`src/csshuf_pkg.sv`:
```
// ----------------------------------------------------------------------------
// csshuf_pkg: shared types and constants for the card sequence store
// Card store sizes, command codes, status codes and the draw generator mask.
// ----------------------------------------------------------------------------
package csshuf_pkg;

    localparam int CAPACITY   = 128;
    localparam int CARD_BITS  = 8;
    localparam int ADDR_BITS  = $clog2(CAPACITY);
    localparam int COUNT_BITS = $clog2(CAPACITY + 1);

    localparam logic [31:0] LFSR_MASK = 32'h8020_0003;

    typedef logic [1:0] mode_t;
    localparam mode_t MODE_PUSH    = 2'd0;
    localparam mode_t MODE_REMOVE  = 2'd1;
    localparam mode_t MODE_SHUFFLE = 2'd2;
    localparam mode_t MODE_UNUSED  = 2'd3;

    typedef logic [1:0] status_t;
    localparam status_t ST_OK   = 2'd0;
    localparam status_t ST_BAD  = 2'd1;
    localparam status_t ST_FULL = 2'd2;

    localparam logic CFG_EMPTY_CARD = 1'b0;
    localparam logic CFG_SEED       = 1'b1;

    typedef struct packed {
        logic        start;
        logic [31:0] dividend;
        logic [ADDR_BITS:0] divisor;
    } mod_req_t;

    typedef struct packed {
        logic                 done;
        logic [ADDR_BITS-1:0] rem;
    } mod_rsp_t;

endpackage

```
`src/csshuf_mod.sv`:
```
// ----------------------------------------------------------------------------
// csshuf_mod: bit-serial modulo unit
// Restoring remainder of a 32-bit value by a small divisor, one bit a cycle.
// ----------------------------------------------------------------------------
module csshuf_mod (
    input  logic                 aclk,
    input  logic                 aresetn,
    input  csshuf_pkg::mod_req_t req,
    output csshuf_pkg::mod_rsp_t rsp
);
    import csshuf_pkg::*;

    logic [31:0]        dvd_reg, dvd_next;
    logic [ADDR_BITS:0] div_reg, div_next;
    logic [ADDR_BITS:0] rem_reg, rem_next;
    logic [5:0]         cnt_reg, cnt_next;
    logic               busy_reg, busy_next;
    logic               done_reg, done_next;
    logic [ADDR_BITS+1:0] trial;

    always_comb begin
        dvd_next  = dvd_reg;
        div_next  = div_reg;
        rem_next  = rem_reg;
        cnt_next  = cnt_reg;
        busy_next = busy_reg;
        done_next = 1'b0;
        trial     = {rem_reg, dvd_reg[31]};
        if (req.start) begin
            dvd_next  = req.dividend;
            div_next  = req.divisor;
            rem_next  = '0;
            cnt_next  = 6'd0;
            busy_next = 1'b1;
        end else if (busy_reg) begin
            dvd_next = {dvd_reg[30:0], 1'b0};
            if (trial >= {1'b0, div_reg}) begin
                rem_next = (ADDR_BITS+1)'(trial - {1'b0, div_reg});
            end else begin
                rem_next = (ADDR_BITS+1)'(trial);
            end
            cnt_next = cnt_reg + 6'd1;
            if (cnt_reg == 6'd31) begin
                busy_next = 1'b0;
                done_next = 1'b1;
            end
        end
    end

    always_ff @(posedge aclk) begin
        if (!aresetn) begin
            busy_reg <= 1'b0;
            done_reg <= 1'b0;
        end else begin
            busy_reg <= busy_next;
            done_reg <= done_next;
        end
        dvd_reg <= dvd_next;
        div_reg <= div_next;
        rem_reg <= rem_next;
        cnt_reg <= cnt_next;
    end

    assign rsp.done = done_reg;
    assign rsp.rem  = rem_reg[ADDR_BITS-1:0];

endmodule

```
`src/card_sequence_store_with_shuffle.sv`:
```
// ----------------------------------------------------------------------------
// card_sequence_store_with_shuffle: ordered card store with shuffle
// Push at front, remove at position and Fisher-Yates shuffle over one RAM.
// ----------------------------------------------------------------------------
// Input transfers on s_axis carry one command each (push, remove, shuffle).
// Every command gives exactly one result transfer on m_axis with the removed
// card, a status code and the card count after the command.
// Cards live in a 128-entry RAM with one read and one write port. A push moves
// the entries up one by one from the top, a removal reads the entry at pos and
// moves the entries above it down, and a rejected command or a shuffle of fewer
// than two cards goes straight to the result. A shuffle runs per swap a draw step,
// a wait on the bit-serial modulo unit and three RAM steps (read, write i, write
// j), then a reversal pass that swaps pairs of entries moving inward.
// s_axis_tready is high only while idle; the next command is taken the cycle
// after the result is loaded. Configuration writes (index 0 empty card,
// index 1 seed) take effect at once.
// After reset the store is empty and the generator holds one; the RAM needs
// no clearing. The result sits in an output register; while the receiver
// stalls, one further command is taken and run, and its result then waits
// until the held transfer has gone.
// ----------------------------------------------------------------------------
module card_sequence_store_with_shuffle (
    input  logic        aclk,
    input  logic        aresetn,
    input  logic        s_axis_tvalid,
    output logic        s_axis_tready,
    input  logic [23:0] s_axis_tdata,   // mode[1:0], card_in[9:2], position[16:10]
    output logic        m_axis_tvalid,
    input  logic        m_axis_tready,
    output logic [23:0] m_axis_tdata,   // card_out[7:0], status[9:8], card_count[17:10]
    input  logic        cfg_we,
    input  logic        cfg_addr,
    input  logic [31:0] cfg_wdata
);
    import csshuf_pkg::*;

    typedef enum logic [10:0] {
        S_IDLE   = 11'b000_0000_0001,
        S_MVRD   = 11'b000_0000_0010,
        S_MVWR   = 11'b000_0000_0100,
        S_DRAW   = 11'b000_0000_1000,
        S_MODW   = 11'b000_0001_0000,
        S_SWRD   = 11'b000_0010_0000,
        S_SWWI   = 11'b000_0100_0000,
        S_SWWJ   = 11'b000_1000_0000,
        S_RVRD   = 11'b001_0000_0000,
        S_RVWR   = 11'b010_0000_0000,
        S_OUT    = 11'b100_0000_0000
    } state_t;

    state_t state_reg, state_next;

    logic [CARD_BITS-1:0] mem [CAPACITY];
    logic [CARD_BITS-1:0] rdata_reg;
    logic                 we;
    logic [ADDR_BITS-1:0] waddr, raddr;
    logic [CARD_BITS-1:0] wdata;

    logic [COUNT_BITS-1:0] count_reg, count_next;
    logic [31:0]           lfsr_reg, lfsr_next;
    logic [7:0]            empty_reg, empty_next;
    mode_t                 mode_reg, mode_next;
    logic [CARD_BITS-1:0]  card_reg, card_next;
    logic [ADDR_BITS:0]    i_reg, i_next;
    logic [ADDR_BITS:0]    lo_reg, lo_next;
    logic [ADDR_BITS-1:0]  j_reg, j_next;
    logic [CARD_BITS-1:0]  t_reg, t_next;
    logic                  phase_reg, phase_next;
    logic [7:0]            res_card_reg, res_card_next;
    status_t               res_st_reg, res_st_next;
    logic [7:0]            out_card_reg, out_card_next;
    status_t               out_st_reg, out_st_next;
    logic [7:0]            out_count_reg, out_count_next;
    logic                  mvalid_reg, mvalid_next;

    mod_req_t mreq;
    mod_rsp_t mrsp;

    csshuf_mod u_mod (
        .aclk    (aclk),
        .aresetn (aresetn),
        .req     (mreq),
        .rsp     (mrsp)
    );

    logic [31:0] lfsr_step;
    assign lfsr_step = lfsr_reg[0] ? ((lfsr_reg >> 1) ^ LFSR_MASK) : (lfsr_reg >> 1);

    logic s_fire;
    assign s_fire        = s_axis_tvalid && s_axis_tready;
    assign s_axis_tready = (state_reg == S_IDLE);

    always_comb begin
        state_next     = state_reg;
        count_next     = count_reg;
        lfsr_next      = lfsr_reg;
        empty_next     = empty_reg;
        mode_next      = mode_reg;
        card_next      = card_reg;
        i_next         = i_reg;
        lo_next        = lo_reg;
        j_next         = j_reg;
        t_next         = t_reg;
        phase_next     = phase_reg;
        res_card_next  = res_card_reg;
        res_st_next    = res_st_reg;
        out_card_next  = out_card_reg;
        out_st_next    = out_st_reg;
        out_count_next = out_count_reg;
        mvalid_next    = mvalid_reg;
        we             = 1'b0;
        waddr          = '0;
        raddr          = '0;
        wdata          = '0;
        mreq.start     = 1'b0;
        mreq.dividend  = lfsr_reg;
        mreq.divisor   = i_reg;

        if (m_axis_tvalid && m_axis_tready) begin
            mvalid_next = 1'b0;
        end

        unique case (state_reg)
            S_IDLE: begin
                if (s_fire) begin
                    mode_next     = mode_t'(s_axis_tdata[1:0]);
                    card_next     = s_axis_tdata[2 +: CARD_BITS];
                    res_card_next = '0;
                    res_st_next   = ST_OK;
                    state_next    = S_OUT;
                    unique case (mode_t'(s_axis_tdata[1:0]))
                        MODE_PUSH: begin
                            if (count_reg >= COUNT_BITS'(CAPACITY)) begin
                                res_st_next = ST_FULL;
                            end else begin
                                // move entries [0,count) up; walk from the top
                                i_next     = (ADDR_BITS+1)'(count_reg);
                                lo_next    = '0;
                                state_next = S_MVRD;
                            end
                        end
                        MODE_REMOVE: begin
                            if ((COUNT_BITS+1)'(s_axis_tdata[16:10]) >=
                                (COUNT_BITS+1)'(count_reg)) begin
                                res_card_next = empty_reg;
                                res_st_next   = ST_BAD;
                            end else begin
                                i_next     = (ADDR_BITS+1)'(s_axis_tdata[16:10]);
                                phase_next = 1'b1;
                                state_next = S_MVRD;
                            end
                        end
                        MODE_SHUFFLE: begin
                            if (count_reg >= COUNT_BITS'(2)) begin
                                i_next     = (ADDR_BITS+1)'(count_reg - 1'b1);
                                state_next = S_DRAW;
                            end
                        end
                        default: ;
                    endcase
                end
            end
            S_MVRD: begin
                if (mode_reg == MODE_PUSH) begin
                    if (i_reg == lo_reg) begin
                        we         = 1'b1;
                        waddr      = '0;
                        wdata      = card_reg;
                        count_next = count_reg + 1'b1;
                        state_next = S_OUT;
                    end else begin
                        raddr      = ADDR_BITS'(i_reg - 1'b1);
                        state_next = S_MVWR;
                    end
                end else begin
                    if (phase_reg) begin
                        raddr = ADDR_BITS'(i_reg);
                        state_next = S_MVWR;
                    end else if ((i_reg + 1'b1) >= (ADDR_BITS+1)'(count_reg)) begin
                        count_next = count_reg - 1'b1;
                        state_next = S_OUT;
                    end else begin
                        raddr      = ADDR_BITS'(i_reg + 1'b1);
                        state_next = S_MVWR;
                    end
                end
            end
            S_MVWR: begin
                if (mode_reg == MODE_PUSH) begin
                    we     = 1'b1;
                    waddr  = ADDR_BITS'(i_reg);
                    wdata  = rdata_reg;
                    i_next = i_reg - 1'b1;
                end else if (phase_reg) begin
                    res_card_next = 8'(rdata_reg);
                    phase_next    = 1'b0;
                end else begin
                    we     = 1'b1;
                    waddr  = ADDR_BITS'(i_reg);
                    wdata  = rdata_reg;
                    i_next = i_reg + 1'b1;
                end
                state_next = S_MVRD;
            end
            S_DRAW: begin
                if (i_reg == '0) begin
                    i_next     = '0;
                    lo_next    = (ADDR_BITS+1)'(count_reg - 1'b1);
                    state_next = S_RVRD;
                end else begin
                    lfsr_next     = lfsr_step;
                    mreq.start    = 1'b1;
                    mreq.dividend = lfsr_step;
                    mreq.divisor  = i_reg + 1'b1;
                    state_next    = S_MODW;
                end
            end
            S_MODW: begin
                if (mrsp.done) begin
                    j_next     = mrsp.rem;
                    raddr      = ADDR_BITS'(i_reg);
                    state_next = S_SWRD;
                end
            end
            S_SWRD: begin
                t_next     = rdata_reg;
                raddr      = j_reg;
                state_next = S_SWWI;
            end
            S_SWWI: begin
                we         = 1'b1;
                waddr      = ADDR_BITS'(i_reg);
                wdata      = rdata_reg;
                state_next = S_SWWJ;
            end
            S_SWWJ: begin
                we         = 1'b1;
                waddr      = j_reg;
                wdata      = t_reg;
                i_next     = i_reg - 1'b1;
                state_next = S_DRAW;
            end
            S_RVRD: begin
                // swap i and lo moving inward
                if (i_reg >= lo_reg) begin
                    state_next = S_OUT;
                end else if (!phase_reg) begin
                    raddr      = ADDR_BITS'(i_reg);
                    phase_next = 1'b1;
                end else begin
                    // rdata holds entry i
                    t_next     = rdata_reg;
                    raddr      = ADDR_BITS'(lo_reg);
                    state_next = S_RVWR;
                end
            end
            S_RVWR: begin
                we = 1'b1;
                if (phase_reg) begin
                    // rdata holds entry lo
                    waddr      = ADDR_BITS'(i_reg);
                    wdata      = rdata_reg;
                    phase_next = 1'b0;
                end else begin
                    waddr      = ADDR_BITS'(lo_reg);
                    wdata      = t_reg;
                    i_next     = i_reg + 1'b1;
                    lo_next    = lo_reg - 1'b1;
                    state_next = S_RVRD;
                end
            end
            S_OUT: begin
                if (!mvalid_reg || (m_axis_tvalid && m_axis_tready)) begin
                    out_card_next  = res_card_reg;
                    out_st_next    = res_st_reg;
                    out_count_next = 8'(count_reg);
                    mvalid_next    = 1'b1;
                    state_next     = S_IDLE;
                end
            end
            default: state_next = S_IDLE;
        endcase

        if (cfg_we) begin
            unique case (cfg_addr)
                CFG_EMPTY_CARD: empty_next = cfg_wdata[7:0];
                CFG_SEED:       lfsr_next  = (cfg_wdata == '0) ? 32'd1 : cfg_wdata;
                default: ;
            endcase
        end
    end

    always_ff @(posedge aclk) begin
        if (!aresetn) begin
            state_reg  <= S_IDLE;
            count_reg  <= '0;
            lfsr_reg   <= 32'd1;
            empty_reg  <= '0;
            mvalid_reg <= 1'b0;
            phase_reg  <= 1'b0;
        end else begin
            state_reg  <= state_next;
            count_reg  <= count_next;
            lfsr_reg   <= lfsr_next;
            empty_reg  <= empty_next;
            mvalid_reg <= mvalid_next;
            phase_reg  <= phase_next;
        end
        mode_reg      <= mode_next;
        card_reg      <= card_next;
        i_reg         <= i_next;
        lo_reg        <= lo_next;
        j_reg         <= j_next;
        t_reg         <= t_next;
        res_card_reg  <= res_card_next;
        res_st_reg    <= res_st_next;
        out_card_reg  <= out_card_next;
        out_st_reg    <= out_st_next;
        out_count_reg <= out_count_next;
    end

    always_ff @(posedge aclk) begin
        if (we) begin
            mem[waddr] <= wdata;
        end
        rdata_reg <= mem[raddr];
    end

    assign m_axis_tvalid = mvalid_reg;
    assign m_axis_tdata  = {6'd0, out_count_reg, out_st_reg, out_card_reg};

endmodule

```
`config.mk`:
```
export PLATFORM = sky130hd
export DESIGN_NAME = card_sequence_store_with_shuffle
export DESIGN_NICKNAME = d
export VERILOG_FILES = /design/src/csshuf_pkg.sv /design/src/csshuf_mod.sv /design/src/card_sequence_store_with_shuffle.sv
export SDC_FILE = /design/constraint.sdc
export NUM_CORES = 2
export LEC_CHECK = 0
export BUFFER_PORTS_ARGS = -buffer_cell sky130_fd_sc_hd__buf_2
export CAP_MARGIN = 5
export CORE_MARGIN = 5
export CORE_UTILIZATION = 32
export DETAILED_ROUTE_END_ITERATION = 8
export PLACE_DENSITY = 0.51
export SETUP_SLACK_MARGIN = 0.2
export SLEW_MARGIN = 30
export SYNTH_ARGS = -nofsm -noshare
export SYNTH_HDL_FRONTEND = slang
export SYNTH_HIERARCHICAL = 1
export SYNTH_SLANG_ARGS = --single-unit
```
`constraint.sdc`:
```
create_clock -name aclk -period 5.76 [get_ports aclk]
set_input_delay 0.576 -clock aclk [delete_from_list [all_inputs] [get_ports aclk]]
set_output_delay 0.576 -clock aclk [all_outputs]
set_load 0.01 [all_outputs]
```
; After elaboration in Yosys (flattened, before gate mapping)
; Memory sizes are Yosys's and may differ from the RTL's. A register that Yosys moved wholly into a read port is not among the register bits.
; Cells that the tools add are included.
; Widths: inputs -> output; s select.
[word_totals]
ff_bits = 186
latchBits = 0
ramBits = 1024
rom_bits = 0
inputBits = 62
out_inout_bits = 26
n_memories = 1
[memory_table]
columns = name, depth, width, read_ports, rd_clocked_by_memory_dff, wr, line
row1 = mem, 128, 8, 1, 1, 1, card_sequence_store_with_shuffle.sv:53  ; logic [CARD_BITS-1:0] mem [CAPACITY];
[classes]
add_sub_neg = 7
n_mul = 0
div_mod_pow = 0
n_lt_le_gt_ge = 6
n_eq_ne = 34
n_shift = 0
mux = 95
n_bitwise = 4
n_reduce_logical = 28
[op_table]
columns = operator, count
row1 = $mux 32, 8
row2 = $mux 8, 28
row3 = $mux 11, 13
row4 = $pmux 11 s11, 1
row5 = $mux 41, 2
row6 = $pmux 8 s5, 2
row7 = $mux 7, 10
row8 = $pmux 7 s4, 2
row9 = $pmux 8 s3, 2
row10 = $pmux 11 s3, 1
row11 = $logic_not 32->1, 1
row12 = $pmux 8 s2, 2
row13 = $sub 8x1->8 const B, 3
row14 = $mux 1, 19
row15 = $add 8x1->8 const B, 2
row16 = $ge 8x8->1, 2
row17 = $ne 2x2->1 const B, 8
row18 = $ne 2x1->1 const B, 6
row19 = $ne 3x3->1 const B, 4
row20 = $reduce_and 6->1, 2
row21 = $eq 11x1->1 const B, 1
row22 = $eq 11x10->1 const B, 1
row23 = $eq 11x11->1 const B, 1
row24 = $eq 11x2->1 const B, 1
row25 = 39 further kinds, 52

; Depth between registers and ports, before layout
[logic_depth]
depth_word = 6
mapped_depth = 21

; Cells and area by module
; Netlist, hierarchy kept.
[by_module_without_submodules]
columns = mod, n_inst, cells_per_inst, area_per_inst_um2
row1 = card_sequence_store_with_shuffle, 1, 3929, 49067.1
row2 = csshuf_mod, 1, 225, 2795.2

; Worst setup path before layout
; No wires, ideal clock.
[synth_timing]
path_kind = flip-flop to flip-flop
from = reg i_reg[2]
to = reg rdata_reg[4], read port of mem
setup_time_ns = 0.079
arrival_time_ns = 4.499
path_slack_ns = 1.181
stages_incl_launch_ff = 17
n_path_buf = 2
cell_sequence = edfxtp_1 -> clkbuf_1 -> nand3_1 -> nor2_1 -> nand3_1 -> xnor2_1 -> ha_1 -> nand4_1 -> o31ai_2 -> a211oi_2 -> a221oi_1 -> or3_1 -> buf_2 -> a21oi_1 -> or4_1 -> or3_1 -> a211oi_2
[synth_between]
elab_chain_len = 6
[synth_rtl]
columns = element, line
row1 = start: declaration, card_sequence_store_with_shuffle.sv:64  ; logic [ADDR_BITS:0] i_reg, i_next;
row2 = start signal: assignment, card_sequence_store_with_shuffle.sv:311  ; i_reg <= i_next;
row3 = $add 8x1->8, card_sequence_store_with_shuffle.sv:179  ; end else if ((i_reg + 1'b1) >= (ADDR_BITS+1)'(count_reg)) begin
row4 = $ge 8x8->1, card_sequence_store_with_shuffle.sv:179
row5 = $mux 7, card_sequence_store_with_shuffle.sv:179
row6 = $mux 7, card_sequence_store_with_shuffle.sv:176  ; if (phase_reg) begin
row7 = $mux 7, card_sequence_store_with_shuffle.sv:164  ; if (mode_reg == MODE_PUSH) begin
row8 = $pmux 7 s4 (*), card_sequence_store_with_shuffle.sv:123  ; unique case (state_reg)
row9 = end: declaration, card_sequence_store_with_shuffle.sv:54  ; logic [CARD_BITS-1:0] rdata_reg;
; Every way passes the cells marked *; elsewhere a longest branch is shown, timed or not.
; A chain may end at the register's enable or synchronous reset.

; Worst setup path after layout
[layout_timing]
from = reg i_reg[1]
to = reg rdata_reg[2], read port of mem
; Same word-level chain as after synthesis.

==> out/metrics.cfg <==
[layout]
area_delta_synth_final_pct = 16.8
nets = 4459
final_common_cell = edfxtp_1
final_cells = 6623
final_cell_mix = edfxtp_1, nand2_1, nor2_1, buf_4, and3_1
largest_register_ffs = 1024
drive_gt1_frac = 0.137

[run_status]
outcome = finished clean

[clock_tree]
cts_made_buffers = 132
cts_post_setup_buffers_inserted = 0
cts_sinks = 1218
htree_levels = 4
root_buffer = clkbuf_16
cts_max_path_buffers = 3
clkTransAtPathRegs_ns = 0.06
cts_tree = done
insertion_delay_ns = 0.77

[critical_path]
cp-start-kind = flop
arrival_ns = 5.93
cp_top_family = compound AO/OA/AOI/OAI gates
cp.depth = 18
r2r_cells = 18
path_max_fanout = 10
endpoint_kind = flop
critPathSlowestCell = edfxtp_1
worst_r2r_endpoint = rdata_reg[2]
worstPathRequired_ns = 6.40
r2r_start = i_reg[1]
path_cells = ha_1 -> nand3_1 -> nor2_1 -> xnor2_1 -> inv_1 -> ha_1 -> nand4_1 -> o31ai_2 -> a211oi_2 -> a221o_1 -> buf_4 -> or3_1 -> buf_4 -> a21oi_1 -> nor4_1 -> buf_4 -> a21oi_1 -> nor3_1
crit_path_end = rdata_reg[2]
critPathKind = flop to flop
worst-path-buf-inv = 4
reg2reg_slack_ns = 0.47
startpoint = i_reg[1]
max_stage_delay_ns = 0.59
cpMostUsedCell = buf_4

[sta]
fmax_mhz = 189
max-slew-margin-rel = 0.367
max_slew.worst_pin.slew_ns = 0.946
hold_slack_ns = 0.0723
fin_ws_ns = 0.475
rsz0062_at_grt = no
fin_worst_skew_ns = 0.0398
min_period_ns = 5.29
fin_tns_setup_ns = 0
hold_viol = 0
final-setup-viol-count = 0
slew_viol_final = 0
period_share = 0.918

[yosys]
synth_edf_count = 1133
ys_ff_latch = 1218
yosys_warnings = 6
synthArstFlopShare = 0
synth_top_family_by_area = simple AND/OR/NAND/NOR gates
yosysSeqAreaShare = 0.689
synth-compound-area-share = 0.105
syn_avg_cell_area_um2 = 12.5
synthAdderAreaFrac = 0.0105
synth_cell_types = 88
synth_area_mm2 = 0.0519
synthXorXnorAreaFrac = 0.00743
synth_ff_type = edfxtp_1
synth.area.mux_share = 0.0158
synthesis.instances = 4154
synthSimpleGateAreaFrac = 0.144

[power_and_ir_drop]
p_leak_nw = 19.1
finalPower_mw = 18.5
p_per_area_mw_per_mm2 = 306
ir_drop_mv = 0.320

[die]
rows = 147
coreArea_mm2 = 0.161
dieHeight_um = 413
die_area_mm2 = 0.170
start_util = 0.322
pin_count = 88
die_x_um = 413

[detailed_routing]
dr_total_vias = 35300
drc = 0
finalWirelength_um = 160000
via_per_inst = 5.32
ant_nets = 0
dr.pass1.iters = 6
drtIter0Drc = 3762
wl_per_cell_um = 24.1

[hold_path]
hold_depth = 1
hp-class = primary input to flop

[place]
hpwl_um = 101000
dp_worst_setup_slack_ns = 0.450
portBuffers = 74
routabilityCongestion = 0.878
place_inst = 6371

[global_route]
grt_pass1_vias = 33900
grt_max_degree = 87
grt_pass1_wl_um = 234000
grt.total_usage = 0.184
antenna_found_initial = 4
grt_overflow = 0

[run]
maxCapViolCount = 0

## how the worst min path moves through the flow
stage	startpoint	endpoint
final	s_axis_tdata[1]	mode_reg[1]
after global routing	s_axis_tdata[1]	mode_reg[1]
after CTS	s_axis_tdata[1]	mode_reg[1]
after detailed placement	res_card_reg[5]	out_card_reg[5]
after global placement	res_card_reg[1]	out_card_reg[1]
after floorplan	res_card_reg[0]	out_card_reg[0]
## area by class of cell
type / count / area (um^2)
antenna: 2 / 5.00
inverter: 43 / 161
timing repair buffer: 355 / 2920
sequential: 1218 / 35700
clock inverter: 63 / 579
clock buffer: 178 / 3620
tap: 2160 / 2700
multi-input combinational: 2604 / 14900
fill: 15400 / 100000
## report_power, final
group	switching (mW)	internal, mW	leakage [nW]
clock	3.59	4.69	2.04
sequential	0.0641	9.60	8.80
combinational	0.365	0.213	8.30
## cells by family (layout without fill, tap and decap cells)
logic type | count (synthesis) | count (layout)
AND/OR/NAND/NOR | 1643 | 1643
adder cells (fa/ha/maj) | 43 | 43
multiplexers | 77 | 77
flip-flops | 1218 | 1218
XOR/XNOR | 44 | 44
AO/OA/AOI/OAI | 791 | 791
buffers and inverters | 337 | 639
other | 1 | 8
## routing by layer
| metal | vias up | GRT usage | part of all wire |
|---|---|---|---|
| met2 | 1166 | 0.286 | 0.46 |
| met5 | - | 0 | 0.000069 |
| met1 | 17800 | 0.262 | 0.45 |
| li1 | 16100 | - | - |
| met4 | 2 | 0.0583 | 0.030 |
| met3 | 246 | 0.0314 | 0.064 |
## timing repair
action | 4_1_cts | 5_1_grt
hold endpoints to repair | 8 | 0
gates resized for setup | 0 | 2
setup endpoints to repair | 0 | 2
hold buffers | 8 | 0
## cell usage after synthesis, drive strengths merged, types with 20 or more instances
cell,number,area [um^2]
edfxtp,1133,34000
nand2,784,2950
nor2,273,1020
and3,219,1370
a211oi,197,1500
nand3,179,896
clkbuf,173,653
a31oi,166,1040
buf,121,664
a21oi,108,544
dfxtp,85,1700
o22ai,72,450
o21ai,71,359
ha,42,526
inv,40,150
mux2,40,450
a22oi,39,293
mux2i,37,370
nor3,36,185
xnor2,34,298
nor4,25,178
nor2b,22,138
a221o,20,200
## stage by stage
stage | util | area [um^2]
after floorplan | - | 51900
after global placement | 0.350 | 56300
after detailed placement | 0.350 | 56300
after CTS | 0.376 | 60600
after global routing | 0.376 | 60600
final | 0.377 | 60600
(Power assumes the default switching activity.)
